**src/rtl/assert_macros.svh**
```systemverilog
// Assertion macros for the RTL of the demand unit.
// Expects clk and rst in scope at the point of use.
`ifndef ASSERT_MACROS_SVH
`define ASSERT_MACROS_SVH

// Same-cycle implication, disabled during reset.
`define SWMD_ASSERT(label, pre, post) \
  label: assert property (@(posedge clk) disable iff (rst) (pre) |-> (post)) \
    else $error("swmd assertion failed");

// Next-cycle implication, disabled during reset.
`define SWMD_ASSERT_NEXT(label, pre, post) \
  label: assert property (@(posedge clk) disable iff (rst) (pre) |=> (post)) \
    else $error("swmd assertion failed");

`endif

```
**src/rtl/swmd_pkg.sv**
```systemverilog
// Package of the sliding window max demand unit: sizes, codes, payload types.
// No dependencies.
package swmd_pkg;

  localparam int CHANNELS        = 2;
  localparam int TARIFFS         = 4;
  localparam int WINDOW_MAX      = 30;
  localparam int DEFAULT_MINUTES = 30;
  localparam int FALLBACK_MINUTES =
    (WINDOW_MAX < DEFAULT_MINUTES) ? WINDOW_MAX : DEFAULT_MINUTES;
  localparam int SLOTS      = 1 + TARIFFS;
  localparam int CH_IDX_W   = (CHANNELS > 1) ? $clog2(CHANNELS) : 1;
  localparam int RING_DEPTH = CHANNELS * WINDOW_MAX;
  localparam int RING_AW    = $clog2(RING_DEPTH);
  localparam int MAX_DEPTH  = CHANNELS * SLOTS;
  localparam int MAX_AW     = $clog2(MAX_DEPTH);
  localparam int IDX_W      = $clog2(WINDOW_MAX + 1);
  localparam int ACC_W      = 32 + IDX_W;
  localparam int DIV_W      = 40;
  localparam int DIV_CNT_W  = $clog2(DIV_W + 1);
  localparam int APB_AW     = 3;

  localparam logic [1:0] CMD_SAMPLE = 2'd0;
  localparam logic [1:0] CMD_MINUTE = 2'd1;
  localparam logic [1:0] CMD_CLEAR  = 2'd2;

  localparam logic [7:0] COUNT_FULL = 8'hFF;
  localparam logic [7:0] RESET_MINUTES = 8'(DEFAULT_MINUTES);

  typedef enum logic [1:0] {
    K_SAMPLE = 2'd0,
    K_MINUTE = 2'd1,
    K_CLEAR  = 2'd2
  } kind_t;

  typedef struct packed {
    logic [1:0]  cmd;
    logic        channel;
    logic [31:0] power;
    logic [2:0]  tariff;
    logic [7:0]  stamp_year;
    logic [7:0]  stamp_month;
    logic [7:0]  stamp_day;
    logic [7:0]  stamp_hour;
    logic [7:0]  stamp_minute;
  } in_item_t;

  typedef struct packed {
    logic        out_channel;
    logic [31:0] minute_average;
    logic        demand_valid;
    logic [31:0] demand;
    logic        total_max_new;
    logic        tariff_max_new;
    logic [31:0] total_max;
    logic [31:0] tariff_max;
  } out_item_t;

  typedef struct packed {
    kind_t    kind;
    in_item_t item;
  } job_t;

  typedef struct packed {
    logic valid;
    job_t job;
  } job_if_t;

endpackage

```
**src/rtl/swmd_div.sv**
```systemverilog
// Restoring divider, one quotient bit per cycle, 40-bit dividend by 8-bit divisor.
// Depends on swmd_pkg.
module swmd_div (
  input  logic                     clk,
  input  logic                     rst,
  input  logic                     start,
  input  logic [swmd_pkg::DIV_W-1:0] dividend,
  input  logic [7:0]               divisor,
  output logic                     busy,
  output logic                     done,
  output logic [swmd_pkg::DIV_W-1:0] quotient,
  output logic [7:0]               remainder
);
  import swmd_pkg::*;

  logic [DIV_CNT_W-1:0] cnt;
  logic [7:0]           dsr;
  logic [8:0]           trial;

  assign trial = {remainder, quotient[DIV_W-1]};

  always_ff @(posedge clk) begin
    if (rst) begin
      busy <= 1'b0;
      done <= 1'b0;
      cnt  <= '0;
    end else begin
      done <= 1'b0;
      if (start) begin
        busy      <= 1'b1;
        cnt       <= DIV_CNT_W'(DIV_W);
        dsr       <= divisor;
        quotient  <= dividend;
        remainder <= '0;
      end else if (busy) begin
        if (trial >= {1'b0, dsr}) begin
          remainder <= 8'(trial - {1'b0, dsr});
          quotient  <= {quotient[DIV_W-2:0], 1'b1};
        end else begin
          remainder <= trial[7:0];
          quotient  <= {quotient[DIV_W-2:0], 1'b0};
        end
        cnt <= cnt - 1'b1;
        if (cnt == DIV_CNT_W'(1)) begin
          busy <= 1'b0;
          done <= 1'b1;
        end
      end
    end
  end

endmodule

```
**src/rtl/swmd_front.sv**
```systemverilog
// Front end: accepts requests, drops invalid ones (unknown command or channel
// out of range), classifies and queues the rest in a two-entry queue. Depends on swmd_pkg.
module swmd_front (
  input  logic                clk,
  input  logic                rst,
  input  logic                push,
  output logic                full,
  input  swmd_pkg::in_item_t  item,
  output swmd_pkg::job_if_t   job_out,
  input  logic                job_take
);
  import swmd_pkg::*;

  job_t       q [2];
  logic       wr_ptr;
  logic       rd_ptr;
  logic [1:0] count;
  logic       drop;
  logic       store;
  logic       take;
  kind_t      kind;

  always_comb begin
    drop = (item.cmd != CMD_SAMPLE && item.cmd != CMD_MINUTE && item.cmd != CMD_CLEAR) ||
           (item.cmd != CMD_CLEAR && int'(item.channel) >= CHANNELS);
    unique case (item.cmd)
      CMD_SAMPLE: kind = K_SAMPLE;
      CMD_MINUTE: kind = K_MINUTE;
      default:    kind = K_CLEAR;
    endcase
  end

  assign full  = (count == 2'd2);
  assign store = push && !full && !drop;
  assign take  = job_take && (count != 2'd0);
  assign job_out.valid = (count != 2'd0);
  assign job_out.job   = q[rd_ptr];

  always_ff @(posedge clk) begin
    if (store) q[wr_ptr] <= '{kind: kind, item: item};
  end

  always_ff @(posedge clk) begin
    if (rst) begin
      wr_ptr <= 1'b0;
      rd_ptr <= 1'b0;
      count  <= '0;
    end else begin
      if (store) wr_ptr <= ~wr_ptr;
      if (take)  rd_ptr <= ~rd_ptr;
      if (store && !take)      count <= count + 1'b1;
      else if (take && !store) count <= count - 1'b1;
    end
  end

endmodule

```
**src/rtl/swmd_back.sv**
```systemverilog
// Back end: sequencer that runs one queued request at a time: accumulation,
// minute average, window ring, window mean and maxima. Depends on swmd_pkg, swmd_div.
`include "assert_macros.svh"
module swmd_back (
  input  logic                clk,
  input  logic                rst,
  input  swmd_pkg::job_if_t   job_in,
  output logic                job_take,
  input  logic [7:0]          window_minutes,
  input  logic [7:0]          slide_minutes,
  output swmd_pkg::out_item_t res,
  output logic                res_valid,
  input  logic                res_pop
);
  import swmd_pkg::*;

  typedef enum logic [11:0] {
    S_IDLE = 12'b0000_0000_0001,
    S_CFG  = 12'b0000_0000_0010,
    S_CFGW = 12'b0000_0000_0100,
    S_AVG  = 12'b0000_0000_1000,
    S_AVGW = 12'b0000_0001_0000,
    S_RING = 12'b0000_0010_0000,
    S_MODW = 12'b0000_0100_0000,
    S_SUM  = 12'b0000_1000_0000,
    S_DIVW = 12'b0001_0000_0000,
    S_TOT  = 12'b0010_0000_0000,
    S_TAR  = 12'b0100_0000_0000,
    S_OUT  = 12'b1000_0000_0000
  } state_t;

  state_t state;
  job_t   cur;

  logic [7:0]       count    [CHANNELS];
  logic [39:0]      sum      [CHANNELS];
  logic [31:0]      hold     [CHANNELS];
  logic [IDX_W-1:0] widx     [CHANNELS];
  logic             wfull    [CHANNELS];
  logic [31:0]      maxv     [MAX_DEPTH];
  logic [39:0]      maxs     [MAX_DEPTH];
  logic [31:0]      ring     [RING_DEPTH];
  logic             ring_vld [RING_DEPTH];

  logic [IDX_W-1:0] period;
  logic [IDX_W-1:0] slide;
  logic [IDX_W-1:0] j;
  logic             rd_v;
  logic             rd_ok;
  logic [31:0]      rd_data;
  logic [ACC_W-1:0] acc;
  logic [31:0]      demand;
  logic             dvalid;
  logic             tot_new;
  logic             tar_new;
  logic [31:0]      tot_max;
  logic [31:0]      tar_max;

  logic               div_start;
  logic [DIV_W-1:0]   div_a;
  logic [7:0]         div_b;
  logic               div_busy;
  logic               div_done;
  logic [DIV_W-1:0]   div_q;
  logic [7:0]         div_r;

  logic [CH_IDX_W-1:0] ch;
  logic                tar_ok;
  logic                cfg_pre;
  logic [IDX_W-1:0]    idx0;
  logic [IDX_W-1:0]    idx1;
  logic                full1;
  logic [RING_AW-1:0]  base;
  logic [RING_AW-1:0]  waddr;
  logic [RING_AW-1:0]  raddr;
  logic [MAX_AW-1:0]   slot_tot;
  logic [MAX_AW-1:0]   slot_tar;
  logic [39:0]         stamp;
  logic                new_max;

  swmd_div u_div (
    .clk      (clk),
    .rst      (rst),
    .start    (div_start),
    .dividend (div_a),
    .divisor  (div_b),
    .busy     (div_busy),
    .done     (div_done),
    .quotient (div_q),
    .remainder(div_r)
  );

  assign job_take = (state == S_IDLE) && job_in.valid;

  always_comb begin
    ch       = CH_IDX_W'(cur.item.channel);
    tar_ok   = (cur.item.tariff != 3'd0) && ({1'b0, cur.item.tariff} <= 4'(TARIFFS));
    cfg_pre  = (window_minutes != 8'd0) && (slide_minutes != 8'd0) &&
               (window_minutes <= 8'(WINDOW_MAX)) && (slide_minutes <= window_minutes);
    base     = RING_AW'(int'(ch) * WINDOW_MAX);
    slot_tot = MAX_AW'(int'(ch) * SLOTS);
    slot_tar = slot_tot + MAX_AW'(cur.item.tariff);
    stamp    = {cur.item.stamp_year, cur.item.stamp_month, cur.item.stamp_day,
                cur.item.stamp_hour, cur.item.stamp_minute};
    raddr    = base + RING_AW'(j);

    // restart the window if the period shrank to or below the index
    idx0  = widx[ch];
    full1 = wfull[ch];
    if (idx0 >= period) begin
      idx0  = '0;
      full1 = 1'b0;
    end
    waddr = base + RING_AW'(idx0);
    idx1  = idx0 + 1'b1;
    if (idx1 == period) begin
      idx1  = '0;
      full1 = 1'b1;
    end

    div_start = 1'b0;
    div_a     = '0;
    div_b     = '0;
    unique case (state)
      S_CFG: begin
        div_start = cfg_pre;
        div_a     = DIV_W'(window_minutes);
        div_b     = slide_minutes;
      end
      S_AVG: begin
        div_start = (count[ch] != 8'd0);
        div_a     = sum[ch];
        div_b     = count[ch];
      end
      S_RING: begin
        div_start = full1;
        div_a     = DIV_W'(idx1);
        div_b     = 8'(slide);
      end
      S_SUM: begin
        div_start = (j == period) && !rd_v;
        div_a     = DIV_W'(acc);
        div_b     = 8'(period);
      end
      default: begin
      end
    endcase

    new_max = 1'b0;
    if (state == S_TOT) new_max = dvalid && (demand > maxv[slot_tot]);
    if (state == S_TAR) new_max = dvalid && tar_ok && (demand > maxv[slot_tar]);
  end

  // window ring storage
  always_ff @(posedge clk) begin
    if (state == S_RING) ring[waddr] <= hold[ch];
    rd_data <= ring[raddr];
  end

  always_ff @(posedge clk) begin
    if (state == S_IDLE && job_in.valid) cur <= job_in.job;
    rd_ok <= ring_vld[raddr];
  end

  always_ff @(posedge clk) begin
    if (rst) begin
      state     <= S_IDLE;
      res_valid <= 1'b0;
      period    <= IDX_W'(FALLBACK_MINUTES);
      slide     <= IDX_W'(FALLBACK_MINUTES);
      j         <= '0;
      rd_v      <= 1'b0;
      for (int c = 0; c < CHANNELS; c++) begin
        count[c] <= '0;
        sum[c]   <= '0;
        hold[c]  <= '0;
        widx[c]  <= '0;
        wfull[c] <= 1'b0;
      end
      for (int k = 0; k < MAX_DEPTH; k++) begin
        maxv[k] <= '0;
        maxs[k] <= '0;
      end
      for (int k = 0; k < RING_DEPTH; k++) ring_vld[k] <= 1'b0;
    end else begin
      if (res_pop && state != S_OUT) res_valid <= 1'b0;
      unique case (state)
        S_IDLE: begin
          if (job_in.valid) begin
            unique case (job_in.job.kind)
              K_SAMPLE: begin
                if (count[CH_IDX_W'(job_in.job.item.channel)] != COUNT_FULL) begin
                  count[CH_IDX_W'(job_in.job.item.channel)] <=
                    count[CH_IDX_W'(job_in.job.item.channel)] + 1'b1;
                  sum[CH_IDX_W'(job_in.job.item.channel)] <=
                    sum[CH_IDX_W'(job_in.job.item.channel)] +
                    40'(job_in.job.item.power);
                end
              end
              K_MINUTE: state <= S_CFG;
              default: begin
                for (int c = 0; c < CHANNELS; c++) begin
                  count[c] <= '0;
                  sum[c]   <= '0;
                  hold[c]  <= '0;
                  widx[c]  <= '0;
                  wfull[c] <= 1'b0;
                end
                for (int k = 0; k < MAX_DEPTH; k++) begin
                  maxv[k] <= '0;
                  maxs[k] <= '0;
                end
                for (int k = 0; k < RING_DEPTH; k++) ring_vld[k] <= 1'b0;
              end
            endcase
          end
        end
        S_CFG: begin
          if (cfg_pre) begin
            state <= S_CFGW;
          end else begin
            period <= IDX_W'(FALLBACK_MINUTES);
            slide  <= IDX_W'(FALLBACK_MINUTES);
            state  <= S_AVG;
          end
        end
        S_CFGW: begin
          if (div_done) begin
            if (div_r == 8'd0) begin
              period <= IDX_W'(window_minutes);
              slide  <= IDX_W'(slide_minutes);
            end else begin
              period <= IDX_W'(FALLBACK_MINUTES);
              slide  <= IDX_W'(FALLBACK_MINUTES);
            end
            state <= S_AVG;
          end
        end
        S_AVG: state <= (count[ch] != 8'd0) ? S_AVGW : S_RING;
        S_AVGW: begin
          if (div_done) begin
            hold[ch]  <= div_q[31:0];
            count[ch] <= '0;
            sum[ch]   <= '0;
            state     <= S_RING;
          end
        end
        S_RING: begin
          ring_vld[waddr] <= 1'b1;
          widx[ch]  <= idx1;
          wfull[ch] <= full1;
          dvalid    <= 1'b0;
          demand    <= '0;
          tot_new   <= 1'b0;
          tar_new   <= 1'b0;
          state     <= full1 ? S_MODW : S_TOT;
        end
        S_MODW: begin
          if (div_done) begin
            j    <= '0;
            rd_v <= 1'b0;
            acc  <= '0;
            state <= (div_r == 8'd0) ? S_SUM : S_TOT;
          end
        end
        S_SUM: begin
          if (j != period) begin
            j    <= j + 1'b1;
            rd_v <= 1'b1;
          end else begin
            rd_v <= 1'b0;
          end
          if (rd_v) acc <= acc + ACC_W'(rd_ok ? rd_data : 32'd0);
          if (j == period && !rd_v) state <= S_DIVW;
        end
        S_DIVW: begin
          if (div_done) begin
            demand <= div_q[31:0];
            dvalid <= 1'b1;
            state  <= S_TOT;
          end
        end
        S_TOT: begin
          if (new_max) begin
            maxv[slot_tot] <= demand;
            maxs[slot_tot] <= stamp;
          end
          tot_new <= new_max;
          tot_max <= new_max ? demand : maxv[slot_tot];
          state   <= S_TAR;
        end
        S_TAR: begin
          if (new_max) begin
            maxv[slot_tar] <= demand;
            maxs[slot_tar] <= stamp;
          end
          tar_new <= new_max;
          tar_max <= !tar_ok ? 32'd0 : (new_max ? demand : maxv[slot_tar]);
          state   <= S_OUT;
        end
        S_OUT: begin
          // hold until the output register is free
          if (!res_valid || res_pop) begin
            res_valid <= 1'b1;
            res <= '{out_channel:    cur.item.channel,
                     minute_average: hold[ch],
                     demand_valid:   dvalid,
                     demand:         demand,
                     total_max_new:  tot_new,
                     tariff_max_new: tar_new,
                     total_max:      tot_max,
                     tariff_max:     tar_max};
            state <= S_IDLE;
          end
        end
        default: state <= S_IDLE;
      endcase
    end
  end

  `SWMD_ASSERT(a_div_start_idle, div_start, !div_busy)
  `SWMD_ASSERT_NEXT(a_out_hold, state == S_OUT && res_valid && !res_pop, state == S_OUT && res_valid)
  `SWMD_ASSERT(a_sum_bound, state == S_SUM, j <= period)
  `SWMD_ASSERT(a_new_needs_demand, res_valid, res.demand_valid || !(res.total_max_new || res.tariff_max_new))

endmodule

```
**src/rtl/sliding_window_max_demand_unit.sv**
```systemverilog
// Sliding window maximum demand unit, top level.
// Requests enter through a queue port (push/full, item): a second sample, a
// minute boundary or a clear. Results leave through a queue port (empty/pop,
// result): one result per minute boundary, none for the other requests.
// The APB port sets window_minutes (address 0) and slide_minutes (address 4);
// write them only while the unit is idle.
// A sample or clear is handled in the back end's idle state. A minute boundary
// makes up to four passes of the shared bit-serial divider (setting check,
// minute average, slide phase, window mean) plus one read per window minute
// through the single ring read port; out-of-range settings, no samples and a
// window not yet full skip every pass. The two-entry request queue takes new
// requests while a minute boundary runs.
// Reset clears all sums, counts, ring valid flags, maxima and the queues, and
// sets both settings to 30. When the receiver stalls the result stays in the
// output register; the back end waits before writing the next one and the
// request queue fills, then full rises.
// Depends on swmd_pkg, swmd_front, swmd_back, swmd_div.
module sliding_window_max_demand_unit (
  input  logic                               clk,
  input  logic                               rst,
  input  logic                               push,
  output logic                               full,
  input  swmd_pkg::in_item_t                 item,
  output logic                               empty,
  input  logic                               pop,
  output swmd_pkg::out_item_t                result,
  input  logic                               psel,
  input  logic                               penable,
  input  logic                               pwrite,
  input  logic [swmd_pkg::APB_AW-1:0]        paddr,
  input  logic [31:0]                        pwdata,
  output logic [31:0]                        prdata,
  output logic                               pready
);
  import swmd_pkg::*;

  logic [7:0] window_minutes;
  logic [7:0] slide_minutes;
  job_if_t    job;
  logic       job_take;
  logic       res_valid;

  assign pready = 1'b1;
  assign prdata = paddr[2] ? {24'd0, slide_minutes} : {24'd0, window_minutes};

  always_ff @(posedge clk) begin
    if (rst) begin
      window_minutes <= RESET_MINUTES;
      slide_minutes  <= RESET_MINUTES;
    end else if (psel && penable && pwrite && pready) begin
      if (paddr[2]) slide_minutes  <= pwdata[7:0];
      else          window_minutes <= pwdata[7:0];
    end
  end

  swmd_front u_front (
    .clk     (clk),
    .rst     (rst),
    .push    (push),
    .full    (full),
    .item    (item),
    .job_out (job),
    .job_take(job_take)
  );

  swmd_back u_back (
    .clk           (clk),
    .rst           (rst),
    .job_in        (job),
    .job_take      (job_take),
    .window_minutes(window_minutes),
    .slide_minutes (slide_minutes),
    .res           (result),
    .res_valid     (res_valid),
    .res_pop       (pop)
  );

  assign empty = !res_valid;

endmodule
```
**config.mk**
```make
export PLATFORM = sky130hd
export DESIGN_NAME = sliding_window_max_demand_unit
export DESIGN_NICKNAME = d
export VERILOG_FILES = /design/src/rtl/swmd_pkg.sv /design/src/rtl/swmd_div.sv /design/src/rtl/swmd_front.sv /design/src/rtl/swmd_back.sv /design/src/rtl/sliding_window_max_demand_unit.sv
export VERILOG_INCLUDE_DIRS = /design/src /design/src/rtl
export SDC_FILE = /design/constraint.sdc
export NUM_CORES = 2
export LEC_CHECK = 0
export BUFFER_PORTS_ARGS = -buffer_cell sky130_fd_sc_hd__buf_4
export CORE_MARGIN = 4
export CORE_UTILIZATION = 40
export CTS_CLUSTER_DIAMETER = 30
export DETAILED_ROUTE_END_ITERATION = 16
export SYNTH_ARGS = -nofsm -noshare
export SYNTH_HDL_FRONTEND = slang
export SYNTH_SLANG_ARGS = --single-unit
```
**constraint.sdc**
```tcl
create_clock -name clk -period 19.76 [get_ports clk]
set_input_delay 5.928 -clock clk [delete_from_list [all_inputs] [get_ports clk]]
set_output_delay 5.928 -clock clk [all_outputs]
set_load 0.01 [all_outputs]
```
==> summary.md <==
| Metric | Value |
|---|---|
| Fmax | 78.9 MHz |
| Via Count | 70920 |
| Dominant synthesized flop cell | edfxtp_1 |
| Crit path DAT | 6750 ps |
| Post-synth EDFFs | 3008 |
| Crit Path Class | primary input to output pin |
| Worst-path clk slew | 50 ps |
| Post-CTS Setup Bufs | 0 |
| R2r setup slk | 10070 ps |
| Drt wl/cell | around 28 um |
| CP Depth | 3 |
| Post-synthesis mux area share | 15.8% |
| Period utilization | 64.2% |
| Worst Path Required | around 14000 ps |
| Final Hold Violating Endpoints | 0 |
| Layout Nets | 8066 |
| Worst r2r path cells | 18 |
| Final wirelength | 355000 um |
| Synth Area in Simple Gates | under 10% |
| Yosys warnings | 0 |
| FFs w/ async S/R, synth | 0% |
| Cell breakdown of the critical path | buf_4 -> o21ai_0 -> buf_4 |
| Die W | 579 um |
| Global-route wire length before repair | ~500000 um |
| Worst r2r src | u_back.ch$_DFFE_PP_ |
| Setup TNS | 0 ps |
| Setup Viol. Count Final | 0 |
| # clock sinks | 3164 |
| Register area | 93500 um^2 |
| Synthesized flop and latch total | around 3200 |
| I/O pins | 287 |
| CP most frequent cell | buf_4 |
| Top delay family on crit path | buffers and inverters |
| Design area | 158000 um^2 |
| Synth Instances | 7157 |
| Adder-cell share of the synthesized area | 1.67% |
| CTS Buffer Depth | 4 |
| Core area | 324000 um^2 |
| Hpwl dp | 205000 um |
| Largest net degree at the start of global routing | 131 |
| HP Class | register to register |
| Reg2reg end | u_back.maxv[9][17]$_SDFFCE_PN0P_ |
| Leak Pwr | between 50 and 60 nW |
| Critical Path Sink | prdata[6] |
| CTS buffer count | 561 |
| Peak VDD IR | 161 uV |
| Synth Area in XOR/XNOR | 0.656% |
| Worst setup SP type | primary input |
| Crit-path slowest cell | o21ai_0 |
| Final core occ | 48.6% |
| Layout cells sized above 1 | 28.4% |
| Congestion Overflow GR | 0 |
| Multi-input combinational cell area | between 30000 and 40000 um^2 |
| Largest stage delay on the critical path | between 400 and 500 ps |
| Slew Limit Headroom | 13.3% |
| Power density over the cells | ~150 nW/um^2 |
| Worst-Skew Late Latency | 1000 ps |
| RSZ-0062 raised after global routing | no |
| Post-DP Area | 138000 um^2 |
| IO buf count | 195 |
| Iteration-0 DRC Markers | around 7400 |
| Vias in the first global route | 72172 |
| Final Hold Slack | ~420 ps |
| Initial antenna violation count | 24 |
| CTS tree | yes |
| Post-Syn Area | 130000 um^2 |
| Routability congestion estimate | 0.864 |
| CTS Hold Buffers Added | 0 |
| CP startpoint | paddr[2] |
| Commonest non-fill, non-tap cell in the layout | edfxtp_1 |
| Die height | 579 um |
| Vias per cell | 5.63 |
| Slew Limit Fails | 0 |
| Critical path fanouts, max | 19 |
| PostCTS Resize Cnt | 0 |
| Compound-Gate Fraction of Synth Area | around 2.8% |
| Most frequent cells in the layout | edfxtp_1 (3008), mux4_2 (784), clkbuf_16 (573) |
| Status | finished, final reports clean |
| Initial Util | 40.2% |
| Layout fillers | 26552 |
| Post-synthesis sequential area ratio | 71.7% |
| Die footprint | 335000 um^2 |
| Max_cap viols | 0 |
| TritonRoute pass-1 iters | 8 |
| Post-synthesis average cell area | 18.2 um^2 |
| FP Rows | 209 |
| Buf+Inv Stages, Crit Path | 2 |
| Area growth syn-to-layout | 21.0% |
| Distinct cell type count after synthesis | 88 |
| Antenna Nets Post-Route | 0 |
| Largest family of logic cells by synthesized area | multiplexers |
| CTS H-tree depth | 6 |
| Clk root buf | clkbuf_16 |
| GRT Overall Usage | around a fifth |
| Crit. End Element | output pin |
| Slew @ Worst Pin | 1290 ps |
| Min Tclk post-route | 12680 ps |
| Setup Skew | between 80 and 90 ps |
| DRC violations left | 0 |
-- worst register-to-register path: stages, from the launching register on --
cell and delay, ps:
edfxtp_1 730, ha_4 740, buf_4 680, buf_4 740, buf_4 910, mux4_2 650, mux4_2 530, inv_1 80
ha_1 140, nand3_1 150, or3_1 440, o21ai_0 450, o31ai_1 150, buf_4 210, a2111oi_4 510, nand2_4 490
buf_4 470, o21ai_4 640, buf_4 550
-- power breakdown --
part / internal [mW] / switching (mW)
Sequential: 8.20 / 0.159
Combinational: 1.91 / 3.53
Clock: 6.34 / 3.44
-- cells in the mapped netlist (14+ instances only) --
| cell type | count | share of area [%] |
|---|---|---|
| a211oi_1 | 32 | 0.18 |
| a21o_1 | 38 | 0.22 |
| a21oi_1 | 189 | 0.73 |
| a31oi_1 | 15 | 0.072 |
| and2_1 | 205 | 0.98 |
| and3_1 | 81 | 0.39 |
| buf_1 | 86 | 0.25 |
| buf_2 | 24 | 0.092 |
| buf_4 | 30 | 0.17 |
| clkbuf_1 | 236 | 0.68 |
| dfxtp_1 | 156 | 2.4 |
| edfxtp_1 | 3008 | 69 |
| ha_1 | 166 | 1.6 |
| inv_1 | 125 | 0.36 |
| mux2_2 | 78 | 0.67 |
| mux2i_1 | 210 | 1.6 |
| mux4_2 | 784 | 14 |
| nand2_1 | 410 | 1.2 |
| nand2b_1 | 26 | 0.12 |
| nand3_1 | 52 | 0.20 |
| nand4_1 | 31 | 0.15 |
| nor2_1 | 516 | 1.5 |
| nor2b_1 | 33 | 0.16 |
| nor3_1 | 80 | 0.31 |
| nor3_2 | 21 | 0.16 |
| nor4_1 | 26 | 0.12 |
| o211ai_1 | 14 | 0.081 |
| o21a_1 | 21 | 0.12 |
| o21ai_0 | 168 | 0.65 |
| o21bai_1 | 20 | 0.12 |
| xnor2_1 | 57 | 0.38 |
| xor2_1 | 38 | 0.26 |
-- logic make-up (layout without fill, tap and decap cells) --
group / after synthesis / in the layout
other: 2 / 38
flip-flops: 3164 / 3164
buffers and inverters: 515 / 1583
AO/OA/AOI/OAI: 592 / 592
AND/OR/NAND/NOR: 1545 / 1545
adder cells (fa/ha/maj): 171 / 171
multiplexers: 1072 / 1072
XOR/XNOR: 96 / 96
-- registers in the layout (all words and copies together), names as in the netlist, 37 cells and up, named ones only --
name and cells:
u_back.acc 37, u_back.hold 64, u_back.maxv 512, u_back.res 132, u_back.ring 1920, u_back.ring_vld 64, u_back.sum 80, u_back.u_div.quotient 40
u_front.q 76
-- layer usage --
metal	GRT usage (%)	vias to the layer above	part of all wire (%)
li1	-	29932	-
met1	27.0	37368	39
met2	35.5	2950	50
met3	3.41	662	7.1
met4	7.28	8	3.6
met5	0	-	0.015
-- worst min path at each step --
stage / cells past startpoint / endpoint / from
final: 0 / u_back.res[55]$_DFFE_PP_ / u_back.tot_max[23]$_DFFE_PP_
after global routing: 0 / u_back.res[25]$_DFFE_PP_ / u_back.tar_max[25]$_SDFFCE_PN0P_
after CTS: 0 / u_back.res[19]$_DFFE_PP_ / u_back.tar_max[19]$_SDFFCE_PN0P_
after detailed placement: 0 / u_back.res[44]$_DFFE_PP_ / u_back.tot_max[12]$_DFFE_PP_
after global placement: 0 / u_back.res[17]$_DFFE_PP_ / u_back.tar_max[17]$_SDFFCE_PN0P_
after floorplan: 0 / u_back.res[0]$_DFFE_PP_ / u_back.tar_max[0]$_SDFFCE_PN0P_
-- through the flow --
step	total power, mW	setup WS (ps)	std cells
floorplan	11.7	3720	7180
global placement	13.8	7100	11537
detailed placement	13.9	7100	11537
CTS	23.7	7100	12573
global route	24.4	7090	12575
finish	23.6	7080	12586
-- area by class of cell --
class / count / share of cell area, %
inverters: 128 / 0.305
clock inverters: 392 / 3.02
clock buffers: 644 / 9.34
flip-flops and latches: 3164 / 59.3
diodes: 13 / 0.0206
repair buffers: 419 / 2.06
well taps: 4325 / 3.43
multi-input cells: 3501 / 22.6
Note: power is estimated with default switching activity, not from simulation.
